File: config.mk
export PLATFORM = sky130hd
export DESIGN_NAME = sprite_frame_sequencer_unit
export DESIGN_NICKNAME = d
export VERILOG_FILES = /design/src/hdl/sfs_pkg.sv /design/src/hdl/sfs_div.sv /design/src/hdl/sfs_dp.sv /design/src/hdl/sfs_ctrl.sv /design/src/hdl/sprite_frame_sequencer_unit.sv
export VERILOG_INCLUDE_DIRS = /design/src /design/src/hdl
export SDC_FILE = /design/constraint.sdc
export NUM_CORES = 1
export LEC_CHECK = 0
export CORE_MARGIN = 1
export CORE_UTILIZATION = 60
export DETAILED_ROUTE_END_ITERATION = 12
export DONT_BUFFER_PORTS = 1
export PLACE_DENSITY = 0.76
export SKIP_LAST_GASP = 1
export SLEW_MARGIN = 20
export SYNTH_ARGS = -nofsm -noshare
export SYNTH_HDL_FRONTEND = slang
export SYNTH_SLANG_ARGS = --single-unit
File: constraint.sdc
create_clock -name clk -period 6.1 [get_ports clk]
set_clock_uncertainty 0.15 [all_clocks]
set_input_delay 0.61 -clock clk [delete_from_list [all_inputs] [get_ports clk]]
set_output_delay 0.61 -clock clk [all_outputs]
set_load 0.005 [all_outputs]
File: src/hdl/sprite_frame_sequencer_unit_macros.svh
// Assertion macros for the sprite frame sequencer.
// Depends on nothing; included by the modules that carry assertions.
`ifndef SPRITE_FRAME_SEQUENCER_UNIT_MACROS_SVH
`define SPRITE_FRAME_SEQUENCER_UNIT_MACROS_SVH

// Same-cycle implication, disabled during reset.
`define SFS_ASSERT_SAME(lbl, clk, rst_n, ante, cons, msg) \
  lbl: assert property (@(posedge clk) disable iff (!rst_n) (ante) |-> (cons)) \
    else $error(msg);

// Next-cycle implication, disabled during reset.
`define SFS_ASSERT_NEXT(lbl, clk, rst_n, ante, cons, msg) \
  lbl: assert property (@(posedge clk) disable iff (!rst_n) (ante) |=> (cons)) \
    else $error(msg);

`endif

File: src/hdl/sfs_pkg.sv
// Shared types and constants of the sprite frame sequencer.
// Used by the datapath, controller and top level.
package sfs_pkg;

  localparam int PERIOD_W       = 20;
  localparam int COLS_W         = 7;
  localparam int COUNT_W        = 13;
  localparam int FRAME_W        = 12;
  localparam int FIELD_W        = 6;
  localparam int DEN_W          = 21;
  localparam int CFG_IDX_W      = 2;
  localparam int IN_DATA_W      = 24;
  localparam int OUT_DATA_W     = 32;
  localparam int MAX_COLUMNS    = 64;
  localparam int MAX_FRAMES     = 4096;
  localparam int TIME_WIDTH_DEF = 32;
  localparam int PERIOD_RESET   = 33333;

  // Register indexes
  localparam logic [CFG_IDX_W-1:0] REG_PERIOD = 2'd0;
  localparam logic [CFG_IDX_W-1:0] REG_ACROSS = 2'd1;
  localparam logic [CFG_IDX_W-1:0] REG_DOWN   = 2'd2;
  localparam logic [CFG_IDX_W-1:0] REG_COUNT  = 2'd3;

  // Input kinds
  localparam logic ACT_TICK = 1'b0;
  localparam logic ACT_PLAY = 1'b1;

  typedef enum logic [1:0] {
    DSEL_SKIP,
    DSEL_MOD,
    DSEL_CR
  } div_sel_t;

  typedef struct packed {
    logic     capture;
    logic     do_play;
    logic     do_accum;
    logic     div_start;
    div_sel_t div_sel;
    logic     skip_add;
    logic     take_num;
    logic     take_rem;
    logic     stop;
    logic     load_out;
  } ctrl_cmd_t;

  typedef struct packed {
    logic action;
    logic running;
    logic looping;
    logic acc_ge;
    logic num_ge;
    logic div_done;
  } dp_status_t;

endpackage

File: src/hdl/sfs_div.sv
// Restoring divider, one quotient bit per cycle, shared by all divisions.
// Uses no package items.
module sfs_div #(
  parameter int NUM_W  = 34,
  parameter int DEN_W  = 21,
  parameter int STEP_W = 6
) (
  input  logic              clk,
  input  logic              rst_n,
  input  logic              start,
  input  logic [NUM_W-1:0]  num,
  input  logic [DEN_W-1:0]  den,
  input  logic [STEP_W-1:0] steps,
  output logic [NUM_W-1:0]  quo,
  output logic [DEN_W-1:0]  rem,
  output logic              done
);

  logic [STEP_W-1:0] cnt_r;
  logic              done_r;
  logic [NUM_W-1:0]  quo_r, quo_nxt;
  logic [DEN_W-1:0]  rem_r, rem_nxt;
  logic [DEN_W-1:0]  den_r;
  logic [DEN_W:0]    r_sh, r_sub;
  logic              ge;

  always_comb begin
    r_sh    = {rem_r, quo_r[NUM_W-1]};
    r_sub   = r_sh - {1'b0, den_r};
    ge      = (r_sh >= {1'b0, den_r});
    rem_nxt = ge ? r_sub[DEN_W-1:0] : r_sh[DEN_W-1:0];
    quo_nxt = {quo_r[NUM_W-2:0], ge};
  end

  always_ff @(posedge clk) begin
    if (!rst_n) begin
      cnt_r  <= '0;
      done_r <= 1'b0;
    end else if (start) begin
      cnt_r  <= steps;
      rem_r  <= '0;
      quo_r  <= num;
      den_r  <= den;
      done_r <= 1'b0;
    end else if (cnt_r != '0) begin
      cnt_r  <= cnt_r - 1'b1;
      rem_r  <= rem_nxt;
      quo_r  <= quo_nxt;
      done_r <= (cnt_r == STEP_W'(1));
    end else begin
      done_r <= 1'b0;
    end
  end

  assign quo  = quo_r;
  assign rem  = rem_r;
  assign done = done_r;

endmodule

File: src/hdl/sfs_dp.sv
// Datapath: configuration registers, animation state, input latch, result register.
// Depends on sfs_pkg and sfs_div.
module sfs_dp #(
  parameter int TIME_WIDTH = sfs_pkg::TIME_WIDTH_DEF
) (
  input  logic                                clk,
  input  logic                                rst_n,
  input  logic [sfs_pkg::IN_DATA_W-1:0]       in_tdata,
  input  logic                                in_tuser,
  input  logic                                cfg_wr_en,
  input  logic [sfs_pkg::CFG_IDX_W-1:0]       cfg_index,
  input  logic [sfs_pkg::PERIOD_W-1:0]        cfg_wdata,
  input  sfs_pkg::ctrl_cmd_t                  cmd,
  output sfs_pkg::dp_status_t                 status,
  output logic [sfs_pkg::OUT_DATA_W-1:0]      out_tdata
);

  localparam int MAX_W  = (TIME_WIDTH > sfs_pkg::PERIOD_W) ? TIME_WIDTH : sfs_pkg::PERIOD_W;
  localparam int SUM_W  = MAX_W + 1;
  localparam int NUM_W  = MAX_W + 2;
  localparam int STEP_W = $clog2(NUM_W + 1);
  localparam int PAD_W  = sfs_pkg::OUT_DATA_W - 2 * sfs_pkg::FIELD_W - sfs_pkg::FRAME_W - 3;

  // Configuration
  logic [sfs_pkg::PERIOD_W-1:0] period_r;
  logic [sfs_pkg::COLS_W-1:0]   cols_r;
  logic [sfs_pkg::COUNT_W-1:0]  count_r;

  // Animation state
  logic [TIME_WIDTH-1:0]       acc_r;
  logic [sfs_pkg::FRAME_W-1:0] frame_r;
  logic                        running_r;
  logic                        looping_r;

  // Item in flight
  logic                         action_r;
  logic [sfs_pkg::PERIOD_W-1:0] delta_r;
  logic                         repeat_r;
  logic                         adv_r;
  logic                         fin_r;
  logic [NUM_W-1:0]             num_r;
  logic [sfs_pkg::OUT_DATA_W-1:0] out_data_r;

  logic [sfs_pkg::COLS_W-1:0]   cfg_cols;
  logic [sfs_pkg::COUNT_W-1:0]  cfg_count;
  logic [SUM_W-1:0]             sum;
  logic [TIME_WIDTH-1:0]        acc_sat;

  logic [NUM_W-1:0]             div_num;
  logic [sfs_pkg::DEN_W-1:0]    div_den;
  logic [STEP_W-1:0]            div_steps;
  logic [NUM_W-1:0]             quo;
  logic [sfs_pkg::DEN_W-1:0]    rem;
  logic                         div_done;

  // Clamp register writes into their legal ranges
  always_comb begin
    if (cfg_wdata[sfs_pkg::COLS_W-1:0] == '0) begin
      cfg_cols = sfs_pkg::COLS_W'(1);
    end else if (int'(cfg_wdata[sfs_pkg::COLS_W-1:0]) > sfs_pkg::MAX_COLUMNS) begin
      cfg_cols = sfs_pkg::COLS_W'(sfs_pkg::MAX_COLUMNS);
    end else begin
      cfg_cols = cfg_wdata[sfs_pkg::COLS_W-1:0];
    end
    if (cfg_wdata[sfs_pkg::COUNT_W-1:0] == '0) begin
      cfg_count = sfs_pkg::COUNT_W'(1);
    end else if (int'(cfg_wdata[sfs_pkg::COUNT_W-1:0]) > sfs_pkg::MAX_FRAMES) begin
      cfg_count = sfs_pkg::COUNT_W'(sfs_pkg::MAX_FRAMES);
    end else begin
      cfg_count = cfg_wdata[sfs_pkg::COUNT_W-1:0];
    end
  end

  // Saturating accumulate
  always_comb begin
    sum     = SUM_W'(acc_r) + SUM_W'(delta_r);
    acc_sat = (|sum[SUM_W-1:TIME_WIDTH]) ? '1 : sum[TIME_WIDTH-1:0];
  end

  // Divider operand select
  always_comb begin
    case (cmd.div_sel)
      sfs_pkg::DSEL_SKIP: begin
        div_num   = (NUM_W'(acc_r) << 1) + NUM_W'(period_r);
        div_den   = {period_r, 1'b0};
        div_steps = STEP_W'(NUM_W);
      end
      sfs_pkg::DSEL_MOD: begin
        div_num   = num_r;
        div_den   = sfs_pkg::DEN_W'(count_r);
        div_steps = STEP_W'(NUM_W);
      end
      default: begin
        div_num   = {frame_r, {(NUM_W - sfs_pkg::FRAME_W){1'b0}}};
        div_den   = sfs_pkg::DEN_W'(cols_r);
        div_steps = STEP_W'(sfs_pkg::FRAME_W);
      end
    endcase
  end

  sfs_div #(
    .NUM_W  (NUM_W),
    .DEN_W  (sfs_pkg::DEN_W),
    .STEP_W (STEP_W)
  ) u_div (
    .clk   (clk),
    .rst_n (rst_n),
    .start (cmd.div_start),
    .num   (div_num),
    .den   (div_den),
    .steps (div_steps),
    .quo   (quo),
    .rem   (rem),
    .done  (div_done)
  );

  always_ff @(posedge clk) begin
    if (!rst_n) begin
      period_r  <= sfs_pkg::PERIOD_W'(sfs_pkg::PERIOD_RESET);
      cols_r    <= sfs_pkg::COLS_W'(1);
      count_r   <= sfs_pkg::COUNT_W'(1);
      acc_r     <= '0;
      frame_r   <= '0;
      running_r <= 1'b0;
      looping_r <= 1'b0;
    end else begin
      if (cfg_wr_en) begin
        unique case (cfg_index)
          sfs_pkg::REG_PERIOD: period_r <= (cfg_wdata == '0) ? sfs_pkg::PERIOD_W'(1) : cfg_wdata;
          sfs_pkg::REG_ACROSS: cols_r   <= cfg_cols;
          sfs_pkg::REG_DOWN:   ;  // row count does not shape any result
          sfs_pkg::REG_COUNT:  count_r  <= cfg_count;
        endcase
      end
      if (cmd.do_play) begin
        looping_r <= repeat_r;
        running_r <= 1'b1;
        frame_r   <= '0;
      end
      if (cmd.do_accum) begin
        acc_r <= acc_sat;
      end
      if (cmd.skip_add) begin
        acc_r <= '0;
      end
      if (cmd.take_num) begin
        frame_r <= num_r[sfs_pkg::FRAME_W-1:0];
      end
      if (cmd.take_rem) begin
        frame_r <= rem[sfs_pkg::FRAME_W-1:0];
      end
      if (cmd.stop) begin
        frame_r   <= '0;
        running_r <= 1'b0;
      end
    end
  end

  // Per-item payload, no reset needed
  always_ff @(posedge clk) begin
    if (cmd.capture) begin
      action_r <= in_tuser;
      delta_r  <= in_tdata[sfs_pkg::PERIOD_W-1:0];
      repeat_r <= in_tdata[sfs_pkg::PERIOD_W];
      adv_r    <= 1'b0;
      fin_r    <= 1'b0;
    end
    if (cmd.skip_add) begin
      num_r <= NUM_W'(frame_r) + quo;
      adv_r <= 1'b1;
    end
    if (cmd.stop) begin
      fin_r <= 1'b1;
    end
    if (cmd.load_out) begin
      out_data_r <= {{PAD_W{1'b0}}, fin_r, adv_r, running_r, frame_r,
                     quo[sfs_pkg::FIELD_W-1:0], rem[sfs_pkg::FIELD_W-1:0]};
    end
  end

  always_comb begin
    status.action   = action_r;
    status.running  = running_r;
    status.looping  = looping_r;
    status.acc_ge   = (SUM_W'(acc_r) >= SUM_W'(period_r));
    status.num_ge   = (num_r >= NUM_W'(count_r));
    status.div_done = div_done;
  end

  assign out_tdata = out_data_r;

endmodule

File: src/hdl/sfs_ctrl.sv
// Controller: sequences each item through the datapath and owns the handshakes.
// Depends on sfs_pkg and the assertion macro header.
`include "sprite_frame_sequencer_unit_macros.svh"

module sfs_ctrl (
  input  logic                clk,
  input  logic                rst_n,
  input  logic                in_tvalid,
  output logic                in_tready,
  output logic                out_tvalid,
  input  logic                out_tready,
  input  sfs_pkg::dp_status_t status,
  output sfs_pkg::ctrl_cmd_t  cmd
);

  typedef enum logic [2:0] {
    S_IDLE,
    S_EVAL,
    S_DIV_SKIP,
    S_CHECK,
    S_DIV_MOD,
    S_CR_START,
    S_DIV_CR,
    S_OUT
  } state_t;

  state_t state_r, state_nxt;
  logic   out_valid_r, out_valid_nxt;

  always_comb begin
    cmd           = '0;
    cmd.div_sel   = sfs_pkg::DSEL_CR;
    state_nxt     = state_r;
    out_valid_nxt = out_valid_r;
    if (out_valid_r && out_tready) begin
      out_valid_nxt = 1'b0;
    end
    unique case (state_r)
      S_IDLE: begin
        if (in_tvalid) begin
          cmd.capture = 1'b1;
          state_nxt   = S_EVAL;
        end
      end
      S_EVAL: begin
        if (status.action == sfs_pkg::ACT_PLAY) begin
          cmd.do_play = 1'b1;
          state_nxt   = S_CR_START;
        end else if (!status.running) begin
          state_nxt = S_CR_START;
        end else if (!status.acc_ge) begin
          cmd.do_accum = 1'b1;
          state_nxt    = S_CR_START;
        end else begin
          cmd.div_start = 1'b1;
          cmd.div_sel   = sfs_pkg::DSEL_SKIP;
          state_nxt     = S_DIV_SKIP;
        end
      end
      S_DIV_SKIP: begin
        if (status.div_done) begin
          cmd.skip_add = 1'b1;
          state_nxt    = S_CHECK;
        end
      end
      S_CHECK: begin
        if (status.num_ge && status.looping) begin
          cmd.div_start = 1'b1;
          cmd.div_sel   = sfs_pkg::DSEL_MOD;
          state_nxt     = S_DIV_MOD;
        end else if (status.num_ge) begin
          cmd.stop  = 1'b1;
          state_nxt = S_CR_START;
        end else begin
          cmd.take_num = 1'b1;
          state_nxt    = S_CR_START;
        end
      end
      S_DIV_MOD: begin
        if (status.div_done) begin
          cmd.take_rem = 1'b1;
          state_nxt    = S_CR_START;
        end
      end
      S_CR_START: begin
        cmd.div_start = 1'b1;
        state_nxt     = S_DIV_CR;
      end
      S_DIV_CR: begin
        if (status.div_done) begin
          state_nxt = S_OUT;
        end
      end
      S_OUT: begin
        // hold until the result register is free
        if (!out_valid_r || out_tready) begin
          cmd.load_out  = 1'b1;
          out_valid_nxt = 1'b1;
          state_nxt     = S_IDLE;
        end
      end
      default: state_nxt = S_IDLE;
    endcase
  end

  always_ff @(posedge clk) begin
    if (!rst_n) begin
      state_r     <= S_IDLE;
      out_valid_r <= 1'b0;
    end else begin
      state_r     <= state_nxt;
      out_valid_r <= out_valid_nxt;
    end
  end

  assign in_tready  = (state_r == S_IDLE);
  assign out_tvalid = out_valid_r;

  `SFS_ASSERT_SAME(a_done_in_wait, clk, rst_n, status.div_done,
    (state_r == S_DIV_SKIP) || (state_r == S_DIV_MOD) || (state_r == S_DIV_CR),
    "divider finished outside a wait state")
  `SFS_ASSERT_NEXT(a_start_not_done, clk, rst_n, cmd.div_start, !status.div_done,
    "divider reported done right after start")
  `SFS_ASSERT_SAME(a_load_free, clk, rst_n, cmd.load_out, !out_valid_r || out_tready,
    "result register overwritten while a transaction is pending")
  `SFS_ASSERT_SAME(a_stop_oneshot, clk, rst_n, cmd.stop, !status.looping && status.running,
    "stop issued on a looping or idle animation")

endmodule

File: src/hdl/sprite_frame_sequencer_unit.sv
// Sprite frame sequencer: steps a sprite-sheet animation from time ticks.
// Usage:
//   Input stream in_*: in_tuser is the kind (0 tick, 1 play); in_tdata carries
//   delta_us and repeat_mode. Every accepted item yields exactly one result on
//   out_*, carrying column, row, linear frame index and the playing, advanced
//   and finished flags. The user writes registers through cfg_* (index, data)
//   only while idle (not enforced); out-of-range values are clamped on write.
// Sequencing: one item at a time. A play, a stopped tick or an accumulating
//   tick runs through the 12-step column/row division before out_tvalid.
//   A tick that advances adds a skip division and a check step and, when a
//   loop wraps, a modulo division, each of NUM_W bits, NUM_W being
//   max(TIME_WIDTH,20)+2. All divisions share one restoring divider, one bit
//   per cycle. The next item can be taken in the cycle after a result is
//   loaded.
// Reset (rst_n low, synchronous): stopped, frame 0, accumulator 0, one-shot,
//   period 33333 us, one column, one frame, no result pending.
// Stall: a finished result waits in the output register; a new item is still
//   taken, and its result waits until the pending transaction completes.
module sprite_frame_sequencer_unit #(
  parameter int TIME_WIDTH = sfs_pkg::TIME_WIDTH_DEF
) (
  input  logic                             clk,
  input  logic                             rst_n,
  input  logic                             in_tvalid,
  output logic                             in_tready,
  // [19:0] delta_us, [20] repeat_mode, [23:21] zero
  input  logic [sfs_pkg::IN_DATA_W-1:0]    in_tdata,
  // [0] action
  input  logic [0:0]                       in_tuser,
  output logic                             out_tvalid,
  input  logic                             out_tready,
  // [5:0] frame_column, [11:6] frame_row, [23:12] frame_index,
  // [24] is_playing, [25] advanced, [26] finished, [31:27] zero
  output logic [sfs_pkg::OUT_DATA_W-1:0]   out_tdata,
  input  logic                             cfg_wr_en,
  input  logic [sfs_pkg::CFG_IDX_W-1:0]    cfg_index,
  input  logic [sfs_pkg::PERIOD_W-1:0]     cfg_wdata
);

  sfs_pkg::ctrl_cmd_t  cmd;
  sfs_pkg::dp_status_t status;

  sfs_ctrl u_ctrl (
    .clk        (clk),
    .rst_n      (rst_n),
    .in_tvalid  (in_tvalid),
    .in_tready  (in_tready),
    .out_tvalid (out_tvalid),
    .out_tready (out_tready),
    .status     (status),
    .cmd        (cmd)
  );

  sfs_dp #(
    .TIME_WIDTH (TIME_WIDTH)
  ) u_dp (
    .clk       (clk),
    .rst_n     (rst_n),
    .in_tdata  (in_tdata),
    .in_tuser  (in_tuser[0]),
    .cfg_wr_en (cfg_wr_en),
    .cfg_index (cfg_index),
    .cfg_wdata (cfg_wdata),
    .cmd       (cmd),
    .status    (status),
    .out_tdata (out_tdata)
  );

endmodule
======== Word level (Yosys, flattened, before mapping) ========
Cells that the tools add are included.
cells by class
  $add $sub $neg .......................... 5
  magnitude comparators ................... 5
  eq/ne operators ......................... 16
  multiplexer cells ....................... 53
  bitwise logic cells ..................... 2
  reduce and logical (&&, ||, !) cells .... 23
operators by type and width
  operator                                     number
  2-to-1 mux 34 bit                            2
  one-hot mux 34 bit (2 select lines)          1
  2-to-1 mux 21 bit                            2
  one-hot mux 21 bit (2 select lines)          1
  2-to-1 mux 12 bit                            3
  adder 12 x 34 -> 34 bit                      1
  adder 33 x 20 -> 34 bit                      1
  >= comparator 34 x 13 -> 1 bit               1
  adder 32 x 20 -> 33 bit                      1
  >= comparator 32 x 20 -> 1 bit               1
  2-to-1 mux 32 bit                            1
  2-to-1 mux 3 bit                             10
  2-to-1 mux 13 bit                            2
  one-hot mux 3 bit (8 select lines)           1
  >= comparator 22 x 21 -> 1 bit               1
  subtractor 21 bit                            1
  logical NOT 20 bit                           1
  2-to-1 mux 20 bit                            1
  2-to-1 mux 1 bit                             19
  2-to-1 mux 6 bit                             3
  2-to-1 mux 7 bit                             2
  > comparator 13 bit (second input constant)  1
  logical NOT 13 bit                           1
  equality test 3 bit (second input constant)  4
  other kinds (27)                             42
storage, ports and cells
  register bits after elaboration ......... 258
  bits of input ports ..................... 52
  output and inout bits ................... 34
  word-level logic and storage cells ...... 125

======== Longest topological paths before layout ========
  word-level depth ........................ 9
  gate-level depth with buffers ........... 14
  depth with buffers taken out ............ 12

======== By module ========
A second synthesis with hierarchy kept.
unflattened totals
  cells, all modules ...................... 1,665
  area, all modules ....................... 15,866.5 um^2
by module, submodules not included
  module    times used  cells each  area an instance (um^2)  seq. area each (um^2)
  sfs_dp    1           1,204       10,851.7                 4,254.1
  sfs_div   1           415         4,643.2                  2,422.3
  sfs_ctrl  1           46          371.6                    80.1

======== Worst setup path after synthesis ========
No wires, ideal clock.
  kind .................................... register to register
  start ................................... reg u_ctrl.state_r[0]
  end ..................................... reg u_dp.acc_r[0]
  library setup time ...................... 128 ps
  arrival ................................. 4,027 ps
  required time ........................... 5,822 ps
  setup slack ............................. 1,796 ps
  cell stages (with the launch flop) ...... 7
  buffers on the path ..................... 2
  clock period less this slack ............ 4,304 ps
  cell sequence ........................... dfxtp_1 > clkbuf_1 > nand2b_1 > nor3b_1 > nand2b_1 > clkbuf_1 > nor2_1
RTL lines
  what                    line             text
  start, declared         sfs_ctrl.sv:27   state_t state_r, state_nxt;
  start signal, assigned  sfs_ctrl.sv:111  state_r <= state_nxt;
  end signal, assigned    sfs_dp.sv:141    acc_r <= acc_sat;
  end, declared           sfs_dp.sv:30     logic [TIME_WIDTH-1:0] acc_r;

======== Worst setup path in the final report ========
  start ................................... reg u_dp.u_div.quo_r[33] (netlist: u_dp.u_div.quo[33])
  end ..................................... reg u_dp.u_div.rem_r[12] (netlist: u_dp.u_div.rem[12]), data pin
between the ends
  word-level cells in the longest chain between the ends .. 3
  elaborated cells on any way between the ends .. 4
RTL lines
  what                                                                        line                          text
  start, declared                                                             sfs_div.sv:21                 logic [NUM_W-1:0] quo_r, quo_nxt;
  start signal, assigned                                                      sfs_div.sv:42                 quo_r <= num;
  start signal, assigned                                                      sfs_div.sv:48                 quo_r <= quo_nxt;
  subtractor 21 bit / >= comparator 22 x 21 -> 1 bit (equally long branches)  sfs_div.sv:29, sfs_div.sv:30
  2-to-1 mux 21 bit *                                                         sfs_div.sv:31                 rem_nxt = ge ? r_sub[DEN_W-1:0] : r_sh[DEN_W-1:0];
  2-to-1 mux 21 bit *                                                         sfs_div.sv:45                 end else if (cnt_r != '0) begin
  end signal, assigned                                                        sfs_div.sv:47                 rem_r <= rem_nxt;
  end, declared                                                               sfs_div.sv:22                 logic [DEN_W-1:0] rem_r, rem_nxt;
Every way passes the cells marked *; elsewhere a longest branch is shown, timed or not. The select of a mux whose other input is x is not followed.
A chain may end at the register's enable or synchronous reset.

==> metrics <==
EDFF count, synth=159; RSZ-0062 raised after global routing=false; TritonCTS Sinks=258; I/O pins=86; Die W=158.4 um; final worst-path cycle share=0.7138; Antenna Nets Post-Route=0; Die H=158.4 um; Setup TNS=0 ns; CP Launch Type=register; Placeable Area=23750 um^2; Syn. warnings=0; Yosys reg bits=258; post-synthesis cell area=14670 um^2; PwrDens=346.7 nW/um^2; Synth Flop Type=edfxtp_1; VDD IR max=0.2446 mV; first-pass GRT wire length=56670 um; RD Place Congestion=0.9684; number of global-route vias before repair=10580; Avg Inst Size Synth=10.11 um^2; Post-DP Area=14980 um^2; row count=56; CP startpoint=u_dp.u_div.quo[33]; DRC=0; post-synthesis sequential area ratio=0.4606; R2R Path Start=u_dp.u_div.quo[33]; clk slew on worst S/H paths=0.06 ns; cell type with the largest total area after synthesis=edfxtp_1; Peak Freq=229.7 MHz; final instance area=16100 um^2; overall routed net length=36190 um; gr ovfl total=0; n_diodes=0; Worst Path Arrival=4.49 ns; area grow syn2layout=9.757%; Bufs on Longest Clock Path=3; layout cells sized above 1=0.05500; most common cell after layout, fill and taps aside=edfxtp_1; Worst setup EP type=register; top cell type's share of synthesized area=0.3255; clock period minus worst slack=4.354 ns; via count=11310; Slew Viols, Final=0; FILL cells=1816; largest net degree at the start of global routing=50; Post-synth ARST share=0; outcome=completed; crit path kind=reg2reg; CP required=6.24 ns; leak pwr=6.341 nW; routed len/inst=19.99 um; die area=25080 um^2; Slew @ Worst Pin=0.9846 ns; Port Buf Inserts=0; Initial Utilization=0.6176; Mapped Cells=1451; Yosys cell types=74; Worst-Skew Late Latency=0.55 ns; Max-slew headroom=0.3436; post-DP HPWL=27060 um; HP Start=rst_n; Final Util=0.6779; top cells by area, synth=edfxtp_1, dfxtp_1, ha_1; H-tree Lvls=1; Post-CTS Resized=0; final hold vios=0; final setup vio count=0; First-pass DRT Iterations=10; CP Max Fanout=17; CTS tree=built; Vias per Instance=6.250; Clock Root Buffer=clkbuf_16; Nets=1631; Total GRT Usage=0.2935; Num CTS Buffers=29; commonest non-fill, non-tap cells in the layout=edfxtp_1, nor2_1, nand2_1, ha_1, dfxtp_1; DR iter-0 viols=1135; max cap viols=0; class of the tightest hold or removal check=in2reg; initial antenna violation count=0
-- path summary, 6_finish.rpt --
path / to / depth (start not counted) / slack, ns
max reg2reg: u_dp.u_div.rem[12] / 13 / 1.75
min: u_dp.period_r[15] / 1 / 0.03
min reg2reg: u_dp.out_tdata[25] / 0 / 0.28
max: u_dp.u_div.rem[12] / 13 / 1.75
-- critical path, stage by stage, from the launching register on --
cell and delay (ns):
edfxtp_1 0.47, inv_1 0.07, ha_1 0.22, fa_1 0.42, nor2b_1 0.16, o31a_1 0.22
o311ai_2 0.14, o211ai_2 0.31, a211oi_2 0.12, o31ai_1 0.26, a311o_1 0.87, buf_4 0.38
mux2i_1 0.24, nor2_1 0.07
-- through the flow --
| stage | cells | hold slack [ns] | worst slack (ns) | power (mW) |
|---|---|---|---|---|
| floorplan | 1455 | 0.2581 | 1.796 | 3.613 |
| global placement | 1733 | 0.2663 | 1.900 | 3.872 |
| detailed placement | 1733 | 0.2677 | 1.761 | 3.939 |
| CTS | 1810 | 0.004622 | 1.729 | 5.584 |
| global route | 1810 | 0.01635 | 1.544 | 5.862 |
| finish | 1810 | 0.03021 | 1.746 | 5.583 |
-- cell families after synthesis --
logic type | Yosys count | share of synthesized area
mux | 35 | 0.02388
simple gates | 437 | 0.1475
compound gates | 370 | 0.1761
other cells | 1 | 0.0002556
flops | 258 | 0.4606
fa+ha+maj | 112 | 0.09740
buf+inv | 152 | 0.04290
xor+xnor | 86 | 0.05134
-- cell usage after synthesis (all sizes together), types with 6 or more instances --
library cell / number
a22oi: 11
xor2: 31
clkbuf: 38
xnor2: 55
buf: 22
nor3: 17
and3: 11
ha: 107
and2: 13
nor2b: 36
o21a: 9
o21ai: 72
o211ai: 11
nor4: 15
mux2i: 35
a21boi: 21
edfxtp: 159
o21bai: 8
nand3: 27
nand2: 110
a31oi: 12
nand2b: 12
a221o: 19
nand4: 13
nor2: 127
nor3b: 21
a21o: 36
dfxtp: 99
a222oi: 22
a221oi: 6
a21oi: 82
a211oi: 17
inv: 92
or2: 9
-- state kept, by name, indices dropped and copies added (netlist names) --
register,count
u_dp.action_r,1
u_ctrl.state_r,3
u_dp.running_r,1
u_dp.frame_r,12
u_dp.out_tdata,27
u_dp.fin_r,1
u_dp.cols_r,7
u_dp.delta_r,20
u_dp.num_r,34
u_dp.u_div.cnt_r,6
u_dp.count_r,13
u_dp.adv_r,1
u_dp.looping_r,1
u_dp.u_div.quo,34
u_dp.acc_r,32
u_dp.repeat_r,1
u_dp.u_div.rem,21
u_dp.period_r,20
u_dp.u_div.done,1
u_ctrl.out_tvalid,1
u_dp.u_div.den_r,21
-- timing repair --
action / in CTS / in global routing
hold endpoints to repair: 29 / 0
buffers inserted: 0 / 0
hold buffers: 23 / 0
-- layer usage --
layer,track usage,vias up,share of wire
li1,-,5396,-
met1,0.3938,5404,0.43
met2,0.4902,435,0.47
met3,0.04382,78,0.073
met4,0.08791,0,0.028
met5,0,-,0
-- area by class of cell --
| class | instances | area [um^2] | area share |
|---|---|---|---|
| Clock buffer | 46 | 820.8 | 0.05098 |
| Clock inverter | 8 | 68.82 | 0.004274 |
| Inverter | 92 | 345.3 | 0.02145 |
| Multi-Input combinational cell | 1045 | 7338 | 0.4557 |
| Sequential cell | 258 | 6756 | 0.4196 |
| Tap cell | 319 | 399.1 | 0.02479 |
| Timing Repair Buffer | 42 | 372.9 | 0.02316 |
-- power by group --
| group | total [mW] | leakage (nW) | switching, mW | internal (mW) |
|---|---|---|---|---|
| logic | 1.48 | 3.61 | 0.821 | 0.662 |
| clock network | 1.64 | 0.430 | 0.681 | 0.961 |
| registers | 2.46 | 2.30 | 0.224 | 2.23 |
| total | 5.58 | 6.34 | 1.73 | 3.86 |
(Power assumes the default switching activity.)
